$ cat src/rtl/core/ghr_pkg.sv
package ghr_pkg;

  localparam int ROWS = 8;
  localparam int COLS = 8;
  localparam int CELLS = ROWS * COLS;
  localparam int ADDR_W = $clog2(CELLS);

  localparam int ROW_W = 3;
  localparam int COL_W = 3;
  localparam int TEMP_W = 32;
  localparam int SUM_W = TEMP_W + 2;
  localparam int TOL_W = 31;
  localparam int CNT_W = 16;
  localparam int CFG_IDX_W = 1;
  localparam int CFG_DATA_W = 32;
  localparam int STEP_W = 3;

  typedef logic [ADDR_W-1:0] addr_t;

  localparam logic KIND_LOAD = 1'b0;
  localparam logic KIND_RUN  = 1'b1;

  localparam logic [CFG_IDX_W-1:0] CFG_TOLERANCE   = 1'b0;
  localparam logic [CFG_IDX_W-1:0] CFG_SWEEP_LIMIT = 1'b1;

  localparam logic [TOL_W-1:0] TOL_RESET = 31'd6554;
  localparam logic [CNT_W-1:0] SWEEP_CAP = 16'hFFFF;

  typedef struct packed {
    logic  rd_en;
    addr_t rd_addr;
    logic  load_en;
    addr_t load_addr;
    logic  acc_clear;
    logic  acc_add;
    logic  upd_en;
    addr_t upd_addr;
    logic  flip_bank;
  } ghr_cmd_t;

  typedef struct packed {
    logic over_tol;
  } ghr_stat_t;

  typedef struct packed {
    logic             valid;
    logic [ROW_W-1:0] row;
    logic [COL_W-1:0] col;
    logic             stable;
    logic [CNT_W-1:0] sweeps_done;
    logic             last;
  } ghr_out_ctl_t;

endpackage

$ cat src/rtl/core/ghr_if.sv
interface ghr_in_if;
  logic                                valid;
  logic                                ready;
  logic                                kind;
  logic signed [ghr_pkg::TEMP_W-1:0]   temperature;

  modport source (output valid, kind, temperature, input ready);
  modport sink   (input valid, kind, temperature, output ready);
endinterface


interface ghr_cfg_if;
  logic                                valid;
  logic                                ready;
  logic [ghr_pkg::CFG_IDX_W-1:0]       index;
  logic [ghr_pkg::CFG_DATA_W-1:0]      data;

  modport source (output valid, index, data, input ready);
  modport sink   (input valid, index, data, output ready);
endinterface

$ cat src/rtl/core/ghr_ctrl.sv
module ghr_ctrl (
  input  logic                        clk,
  input  logic                        rst_n,
  ghr_in_if.sink                      in_chan,
  ghr_cfg_if.sink                     cfg_chan,
  input  logic                        out_ready,
  input  ghr_pkg::ghr_stat_t          stat,
  output ghr_pkg::ghr_cmd_t           cmd,
  output ghr_pkg::ghr_out_ctl_t       out_ctl,
  output logic [ghr_pkg::TOL_W-1:0]   tolerance
);

  typedef enum logic [3:0] {
    S_IDLE     = 4'b0001,
    S_SWEEP    = 4'b0010,
    S_OUT_RD   = 4'b0100,
    S_OUT_SEND = 4'b1000
  } state_t;

  localparam logic [ghr_pkg::STEP_W-1:0] STEP_UP     = 3'd0;
  localparam logic [ghr_pkg::STEP_W-1:0] STEP_DOWN   = 3'd1;
  localparam logic [ghr_pkg::STEP_W-1:0] STEP_LEFT   = 3'd2;
  localparam logic [ghr_pkg::STEP_W-1:0] STEP_RIGHT  = 3'd3;
  localparam logic [ghr_pkg::STEP_W-1:0] STEP_CENTRE = 3'd4;
  localparam logic [ghr_pkg::STEP_W-1:0] STEP_UPDATE = 3'd5;

  localparam logic [ghr_pkg::ADDR_W-1:0] ADDR_COLS  = ghr_pkg::ADDR_W'(ghr_pkg::COLS);
  localparam logic [ghr_pkg::ADDR_W-1:0] ADDR_FIRST = ghr_pkg::ADDR_W'(ghr_pkg::COLS + 1);
  localparam logic [ghr_pkg::ADDR_W-1:0] ADDR_LAST  = ghr_pkg::ADDR_W'(ghr_pkg::CELLS - 1);
  localparam logic [ghr_pkg::ROW_W-1:0]  ROW_INNER_LAST = ghr_pkg::ROW_W'(ghr_pkg::ROWS - 2);
  localparam logic [ghr_pkg::COL_W-1:0]  COL_INNER_LAST = ghr_pkg::COL_W'(ghr_pkg::COLS - 2);
  localparam logic [ghr_pkg::COL_W-1:0]  COL_LAST       = ghr_pkg::COL_W'(ghr_pkg::COLS - 1);

  state_t                         state_r, state_nxt;
  logic [ghr_pkg::STEP_W-1:0]     step_r, step_nxt;
  logic [ghr_pkg::ROW_W-1:0]      row_r, row_nxt;
  logic [ghr_pkg::COL_W-1:0]      col_r, col_nxt;
  logic [ghr_pkg::ADDR_W-1:0]     addr_r, addr_nxt;
  logic [ghr_pkg::ADDR_W-1:0]     load_idx_r, load_idx_nxt;
  logic [ghr_pkg::CNT_W-1:0]      count_r, count_nxt;
  logic                           calm_r, calm_nxt;
  logic                           stable_r, stable_nxt;
  logic [ghr_pkg::TOL_W-1:0]      tol_r;
  logic [ghr_pkg::CNT_W-1:0]      limit_r;

  logic                           in_acc;
  logic                           calm_now;
  logic [ghr_pkg::CNT_W-1:0]      count_inc;
  logic [ghr_pkg::CNT_W-1:0]      eff_limit;

  assign cfg_chan.ready = rst_n;
  assign in_chan.ready  = rst_n && (state_r == S_IDLE);
  assign in_acc         = in_chan.valid && in_chan.ready;
  assign tolerance      = tol_r;

  assign eff_limit = (limit_r == '0) ? ghr_pkg::SWEEP_CAP : limit_r;
  assign count_inc = count_r + 1'b1;
  assign calm_now  = calm_r && !stat.over_tol;

  always_ff @(posedge clk) begin
    if (!rst_n) begin
      tol_r   <= ghr_pkg::TOL_RESET;
      limit_r <= '0;
    end else if (cfg_chan.valid && cfg_chan.ready) begin
      unique case (cfg_chan.index)
        ghr_pkg::CFG_TOLERANCE:   tol_r   <= cfg_chan.data[ghr_pkg::TOL_W-1:0];
        ghr_pkg::CFG_SWEEP_LIMIT: limit_r <= cfg_chan.data[ghr_pkg::CNT_W-1:0];
        default: ;
      endcase
    end
  end

  always_comb begin
    state_nxt    = state_r;
    step_nxt     = step_r;
    row_nxt      = row_r;
    col_nxt      = col_r;
    addr_nxt     = addr_r;
    load_idx_nxt = load_idx_r;
    count_nxt    = count_r;
    calm_nxt     = calm_r;
    stable_nxt   = stable_r;
    cmd          = '0;
    cmd.load_addr = load_idx_r;
    cmd.upd_addr  = addr_r;
    cmd.rd_addr   = addr_r;

    unique case (state_r)
      S_IDLE: begin
        if (in_acc) begin
          if (in_chan.kind == ghr_pkg::KIND_LOAD) begin
            cmd.load_en  = 1'b1;
            load_idx_nxt = (load_idx_r == ADDR_LAST) ? '0 : load_idx_r + 1'b1;
          end else begin
            load_idx_nxt = '0;
            row_nxt      = ghr_pkg::ROW_W'(1);
            col_nxt      = ghr_pkg::COL_W'(1);
            addr_nxt     = ADDR_FIRST;
            step_nxt     = STEP_UP;
            calm_nxt     = 1'b1;
            count_nxt    = '0;
            state_nxt    = S_SWEEP;
          end
        end
      end

      S_SWEEP: begin
        step_nxt = step_r + 1'b1;
        unique case (step_r)
          STEP_UP: begin
            cmd.rd_en   = 1'b1;
            cmd.rd_addr = addr_r - ADDR_COLS;
          end
          STEP_DOWN: begin
            cmd.rd_en     = 1'b1;
            cmd.rd_addr   = addr_r + ADDR_COLS;
            cmd.acc_clear = 1'b1;
          end
          STEP_LEFT: begin
            cmd.rd_en   = 1'b1;
            cmd.rd_addr = addr_r - 1'b1;
            cmd.acc_add = 1'b1;
          end
          STEP_RIGHT: begin
            cmd.rd_en   = 1'b1;
            cmd.rd_addr = addr_r + 1'b1;
            cmd.acc_add = 1'b1;
          end
          STEP_CENTRE: begin
            cmd.rd_en   = 1'b1;
            cmd.rd_addr = addr_r;
            cmd.acc_add = 1'b1;
          end
          STEP_UPDATE: begin
            // The centre value is on the read port now; write the new value
            // to the other bank and fold the change test into the calm flag.
            cmd.upd_en = 1'b1;
            step_nxt   = STEP_UP;
            calm_nxt   = calm_now;
            if (col_r == COL_INNER_LAST) begin
              if (row_r == ROW_INNER_LAST) begin
                cmd.flip_bank = 1'b1;
                count_nxt     = count_inc;
                if (calm_now || count_inc >= eff_limit) begin
                  stable_nxt = calm_now;
                  row_nxt    = '0;
                  col_nxt    = '0;
                  addr_nxt   = '0;
                  state_nxt  = S_OUT_RD;
                end else begin
                  calm_nxt = 1'b1;
                  row_nxt  = ghr_pkg::ROW_W'(1);
                  col_nxt  = ghr_pkg::COL_W'(1);
                  addr_nxt = ADDR_FIRST;
                end
              end else begin
                // Skip the right edge of this row and the left edge of the next.
                row_nxt  = row_r + 1'b1;
                col_nxt  = ghr_pkg::COL_W'(1);
                addr_nxt = addr_r + ghr_pkg::ADDR_W'(3);
              end
            end else begin
              col_nxt  = col_r + 1'b1;
              addr_nxt = addr_r + 1'b1;
            end
          end
          default: begin
            step_nxt = STEP_UP;
          end
        endcase
      end

      S_OUT_RD: begin
        cmd.rd_en = 1'b1;
        state_nxt = S_OUT_SEND;
      end

      S_OUT_SEND: begin
        if (out_ready) begin
          if (addr_r == ADDR_LAST) begin
            state_nxt = S_IDLE;
          end else begin
            addr_nxt  = addr_r + 1'b1;
            state_nxt = S_OUT_RD;
            if (col_r == COL_LAST) begin
              col_nxt = '0;
              row_nxt = row_r + 1'b1;
            end else begin
              col_nxt = col_r + 1'b1;
            end
          end
        end
      end

      default: begin
        state_nxt = S_IDLE;
      end
    endcase
  end

  always_ff @(posedge clk) begin
    if (!rst_n) begin
      state_r    <= S_IDLE;
      step_r     <= STEP_UP;
      row_r      <= '0;
      col_r      <= '0;
      addr_r     <= '0;
      load_idx_r <= '0;
      count_r    <= '0;
      calm_r     <= 1'b0;
      stable_r   <= 1'b0;
    end else begin
      state_r    <= state_nxt;
      step_r     <= step_nxt;
      row_r      <= row_nxt;
      col_r      <= col_nxt;
      addr_r     <= addr_nxt;
      load_idx_r <= load_idx_nxt;
      count_r    <= count_nxt;
      calm_r     <= calm_nxt;
      stable_r   <= stable_nxt;
    end
  end

  always_comb begin
    out_ctl.valid       = (state_r == S_OUT_SEND);
    out_ctl.row         = row_r;
    out_ctl.col         = col_r;
    out_ctl.stable      = stable_r;
    out_ctl.sweeps_done = count_r;
    out_ctl.last        = (addr_r == ADDR_LAST);
  end

endmodule

$ cat src/flat_wrapper.sv
// flat-port wrapper written by rule: the top's interface ports become plain ports
module ghr_ctrl_flat 
  (clk, rst_n, out_ready, stat, cmd, out_ctl, tolerance, in_chan_valid, in_chan_kind, in_chan_temperature, in_chan_ready, cfg_chan_valid, cfg_chan_index, cfg_chan_data, cfg_chan_ready);
  ghr_in_if in_chan_i ();
  ghr_cfg_if cfg_chan_i ();
  input  logic clk;
  input  logic rst_n;
  input  logic out_ready;
  input  ghr_pkg::ghr_stat_t stat;
  output ghr_pkg::ghr_cmd_t cmd;
  output ghr_pkg::ghr_out_ctl_t out_ctl;
  output logic [ghr_pkg::TOL_W-1:0] tolerance;
  input wire logic [$bits(in_chan_i.valid)-1:0] in_chan_valid;
  input wire logic [$bits(in_chan_i.kind)-1:0] in_chan_kind;
  input wire logic [$bits(in_chan_i.temperature)-1:0] in_chan_temperature;
  output wire logic [$bits(in_chan_i.ready)-1:0] in_chan_ready;
  input wire logic [$bits(cfg_chan_i.valid)-1:0] cfg_chan_valid;
  input wire logic [$bits(cfg_chan_i.index)-1:0] cfg_chan_index;
  input wire logic [$bits(cfg_chan_i.data)-1:0] cfg_chan_data;
  output wire logic [$bits(cfg_chan_i.ready)-1:0] cfg_chan_ready;
  assign in_chan_i.valid = in_chan_valid;
  assign in_chan_i.kind = in_chan_kind;
  assign in_chan_i.temperature = in_chan_temperature;
  assign in_chan_ready = in_chan_i.ready;
  assign cfg_chan_i.valid = cfg_chan_valid;
  assign cfg_chan_i.index = cfg_chan_index;
  assign cfg_chan_i.data = cfg_chan_data;
  assign cfg_chan_ready = cfg_chan_i.ready;
  ghr_ctrl u_core (.clk(clk), .rst_n(rst_n), .in_chan(in_chan_i), .cfg_chan(cfg_chan_i), .out_ready(out_ready), .stat(stat), .cmd(cmd), .out_ctl(out_ctl), .tolerance(tolerance));
endmodule
$ cat config.mk
export PLATFORM = sky130hd
export DESIGN_NAME = ghr_ctrl_flat
export DESIGN_NICKNAME = d
export VERILOG_FILES = /design/src/rtl/core/ghr_pkg.sv /design/src/rtl/core/ghr_if.sv /design/src/rtl/core/ghr_ctrl.sv /design/src/flat_wrapper.sv
export SDC_FILE = /design/constraint.sdc
export NUM_CORES = 1
export LEC_CHECK = 0
export ABC_AREA = 0
export BUFFER_PORTS_ARGS = -buffer_cell sky130_fd_sc_hd__buf_2
export CORE_MARGIN = 1.5
export CORE_UTILIZATION = 45
export CTS_BUF_LIST = sky130_fd_sc_hd__clkbuf_8
export DETAILED_ROUTE_END_ITERATION = 8
export GPL_ROUTABILITY_DRIVEN = 0
export GPL_TIMING_DRIVEN = 0
export PLACE_DENSITY = 0.7
export SKIP_CTS_REPAIR_TIMING = 1
export SYNTH_ARGS = -nofsm -noshare
export SYNTH_HDL_FRONTEND = slang
export SYNTH_SLANG_ARGS = --single-unit
$ cat constraint.sdc
create_clock -name clk -period 4.5 [get_ports clk]
set_input_delay 0.9 -clock clk [delete_from_list [all_inputs] [get_ports clk]]
set_output_delay 0.9 -clock clk [all_outputs]
set_load 0.02 [all_outputs]
==> flow_metrics.py <==
metrics = {
    "sta": {
        "finalSetupViolCount": 0,
        "rsz0062_at_grt": "no",
        "slew_headroom": 0.279,
        "fin_tns_setup_ns": 0,
        "fmaxAchievable_mhz": 241,
        "clock_skew_ns": 0.0131,
        "period_needed_ns": 4.16,
        "finalHoldViolCount": 0,
        "worst_slew_pin_slew_ns": 1.06,
        "fin_crit_sh": 0.924,
        "drv_slew": 0,
    },
    "logic_synthesis": {
        "syn-cell-area_sq_mm": 0.00511,
        "ys_ff_latch": 90,
        "ys_top_cells_by_count": "nand2_1, dfxtp_1, nor2_1",
        "syn_area_per_cell_sq_um": 7.63,
        "synth_area_leaders": "dfxtp_1, nand2_1, ha_1",
        "syn_inst": 670,
        "synth.distinct_cells": 70,
        "yosys_most_used_dff": "dfxtp_1",
        "synth.most_common_cell": "nand2_1",
        "yosysWarnings": 0,
        "synth_edf_count": 0,
        "yosys.area.top_type": "dfxtp_1",
        "synth_async_sr_flop_share": 0,
        "synth_top_area_frac": 0.352,
        "yosysSeqAreaShare": 0.352,
        "syn-num-nets": 773,
    },
    "power_and_ir_drop": {
        "power.total_mw": 1.70,
        "pwr-share-seq": 0.498,
        "clockPowerShare": 0.326,
        "swShare": 0.324,
        "irDropWorstVdd_v": 0.000249,
        "p_comb_frac": 0.176,
        "p_int_mw": 1.15,
        "p_per_area_mw_per_mm2": 281,
        "power.leakage_nw": 2.81,
        "switchingPower_mw": 0.552,
    },
    "floorplan": {
        "ios": 154,
        "die_h_microns": 110,
        "coreArea_sq_mm": 0.0110,
        "die_width_microns": 110,
        "start_util": 0.466,
        "die_area_sq_mm": 0.0120,
        "rows": 38,
    },
    "min_path": {
        "hold_class": "flip-flop to flip-flop",
    },
    "detailed_routing": {
        "dr.pass1.iters": 5,
        "finalWirelength_microns": 14500,
        "drt_iter0_drc": 458,
        "drc_errors": 0,
        "drtAntennaViolNets": 0,
        "vias": 5349,
        "wl_per_cell_microns": 15.3,
        "routed_via_density": 5.67,
    },
    "clock_network": {
        "cts_tree": "yes",
        "clk_pin_slew_worst_paths_ns": 0.10,
        "clock_sinks": 90,
        "cts_made_buffers": 9,
        "clk_latency_ns": 0.40,
        "htree_levels": 3,
        "cts_root_buf": "clkbuf_8",
        "cts_buffer_depth": 2,
    },
    "setup_path": {
        "endpoint_kind": "flip-flop",
        "required_ns": 4.79,
        "critPathLaunchType": "flip-flop",
        "critPathKind": "flip-flop to flip-flop",
        "worst-r2r-setup-slack_ns": 0.34,
        "cp_max_fo": 7,
        "arrival_ns": 4.45,
    },
    "global_routing": {
        "antenna_found_initial": 0,
        "grt_overflow": 0,
        "track_usage": 0.248,
        "grt_max_degree": 19,
        "grt_pass1_wl_microns": 23300,
        "grt_pass1_vias": 4882,
    },
    "finish": {
        "fin_nets": 902,
        "drive_above_1_share": 0.206,
        "num_antenna_cells": 0,
        "area_growth_pct": 18.7,
    },
    "outcome": {
        "status": "complete, no violations",
    },
    "placement": {
        "io_buffer_count": 118,
        "detailed_place_hpwl_microns": 11100,
    },
    "job": {
        "drv_cap": 0,
    },
}
[per-layer routing]
metal / vias up / track usage / share of wire
met3: 28 / 0.0439 / 0.061
met2: 188 / 0.400 / 0.48
li1: 2605 / - / -
met4: 0 / 0.0918 / 0.020
met5: - / 0 / 0
met1: 2528 / 0.330 / 0.44
[per-stage QoR]
stage / worst slack [ns] / hold slack [ns] / instances / instance area (sq um) / util
finish: 0.343 / 0.457 / 944 / 6070 / 0.553
global placement: 0.473 / 0.439 / 928 / 5880 / 0.535
floorplan: 0.815 / 0.444 / 670 / 5110 / -
global route: 0.130 / 0.480 / 944 / 6070 / 0.553
detailed placement: 0.418 / 0.446 / 928 / 5880 / 0.535
CTS: 0.396 / 0.462 / 944 / 6070 / 0.553
[power by group through the flow]
stage                     Sequential, mW  Clock, mW  Combinational, mW
after CTS                          0.848      0.565              0.298
after floorplan                    0.887          0              0.177
after global routing               0.853      0.606              0.333
after global placement             0.865          0              0.287
final                              0.848      0.556              0.300
after detailed placement           0.866          0              0.297
[critical path: stages, from the launching register on]
cell       delay (ns)
dfxtp_1          0.49
nand3_1          0.20
nor3_1           0.54
and3_1           0.35
and3_1           0.25
xor2_1           0.10
ha_1             0.32
nand4_1          0.15
or3_1            0.45
or4_4            0.56
nand4_2          0.20
nand3_2          0.11
a2111oi_2        0.35
[area by class of cell]
cell class	instances	area, sq um
Tap cell	140	175
Sequential cell	90	1800
Timing Repair Buffer	118	591
Multi-Input combinational cell	511	3020
Clock buffer	9	124
Clock inverter	7	67.6
Inverter	24	90.1
Fill cell	1076	4910
Buffer	45	204
[layout by cell type (no fill, tap or decap), types with 24 or more instances in the layout]
master      n
o21ai_0    41
nand3_1    55
a21oi_1    40
inv_1      24
clkbuf_1   30
nand2_1   119
ha_1       30
dfxtp_1    90
nor2_1     68
buf_2     125
[cells by family (layout without fill, tap and decap cells)]
group | Yosys count | in the layout | synth area share
XOR/XNOR | 23 | 23 | 0.0394
multiplexers | 1 | 1 | 0.00196
AO/OA/AOI/OAI | 145 | 145 | 0.182
flip-flops | 90 | 90 | 0.352
adder cells (fa/ha/maj) | 32 | 32 | 0.0793
buffers and inverters | 69 | 203 | 0.0575
AND/OR/NAND/NOR | 310 | 310 | 0.287
[registers in the layout, summed over array words and instances, names as in the netlist]
signal / flops
u_core.count_r: 16
u_core.calm_r: 1
u_core.tolerance: 31
u_core.col_r: 3
u_core.addr_r: 6
u_core.row_r: 3
u_core.step_r: 3
u_core.limit_r: 16
u_core.stable_r: 1
u_core.state_r: 4
u_core.load_idx_r: 6
[worst paths after layout]
check / cells after the start / from / to
max: 12 / u_core.count_r[2] / u_core.state_r[2]
min: 2 / u_core.tolerance[28] / u_core.tolerance[28]
max reg2reg: 12 / u_core.count_r[2] / u_core.state_r[2]
min reg2reg: 2 / u_core.tolerance[28] / u_core.tolerance[28]
No activity file was read; power rests on OpenSTA's default activity.
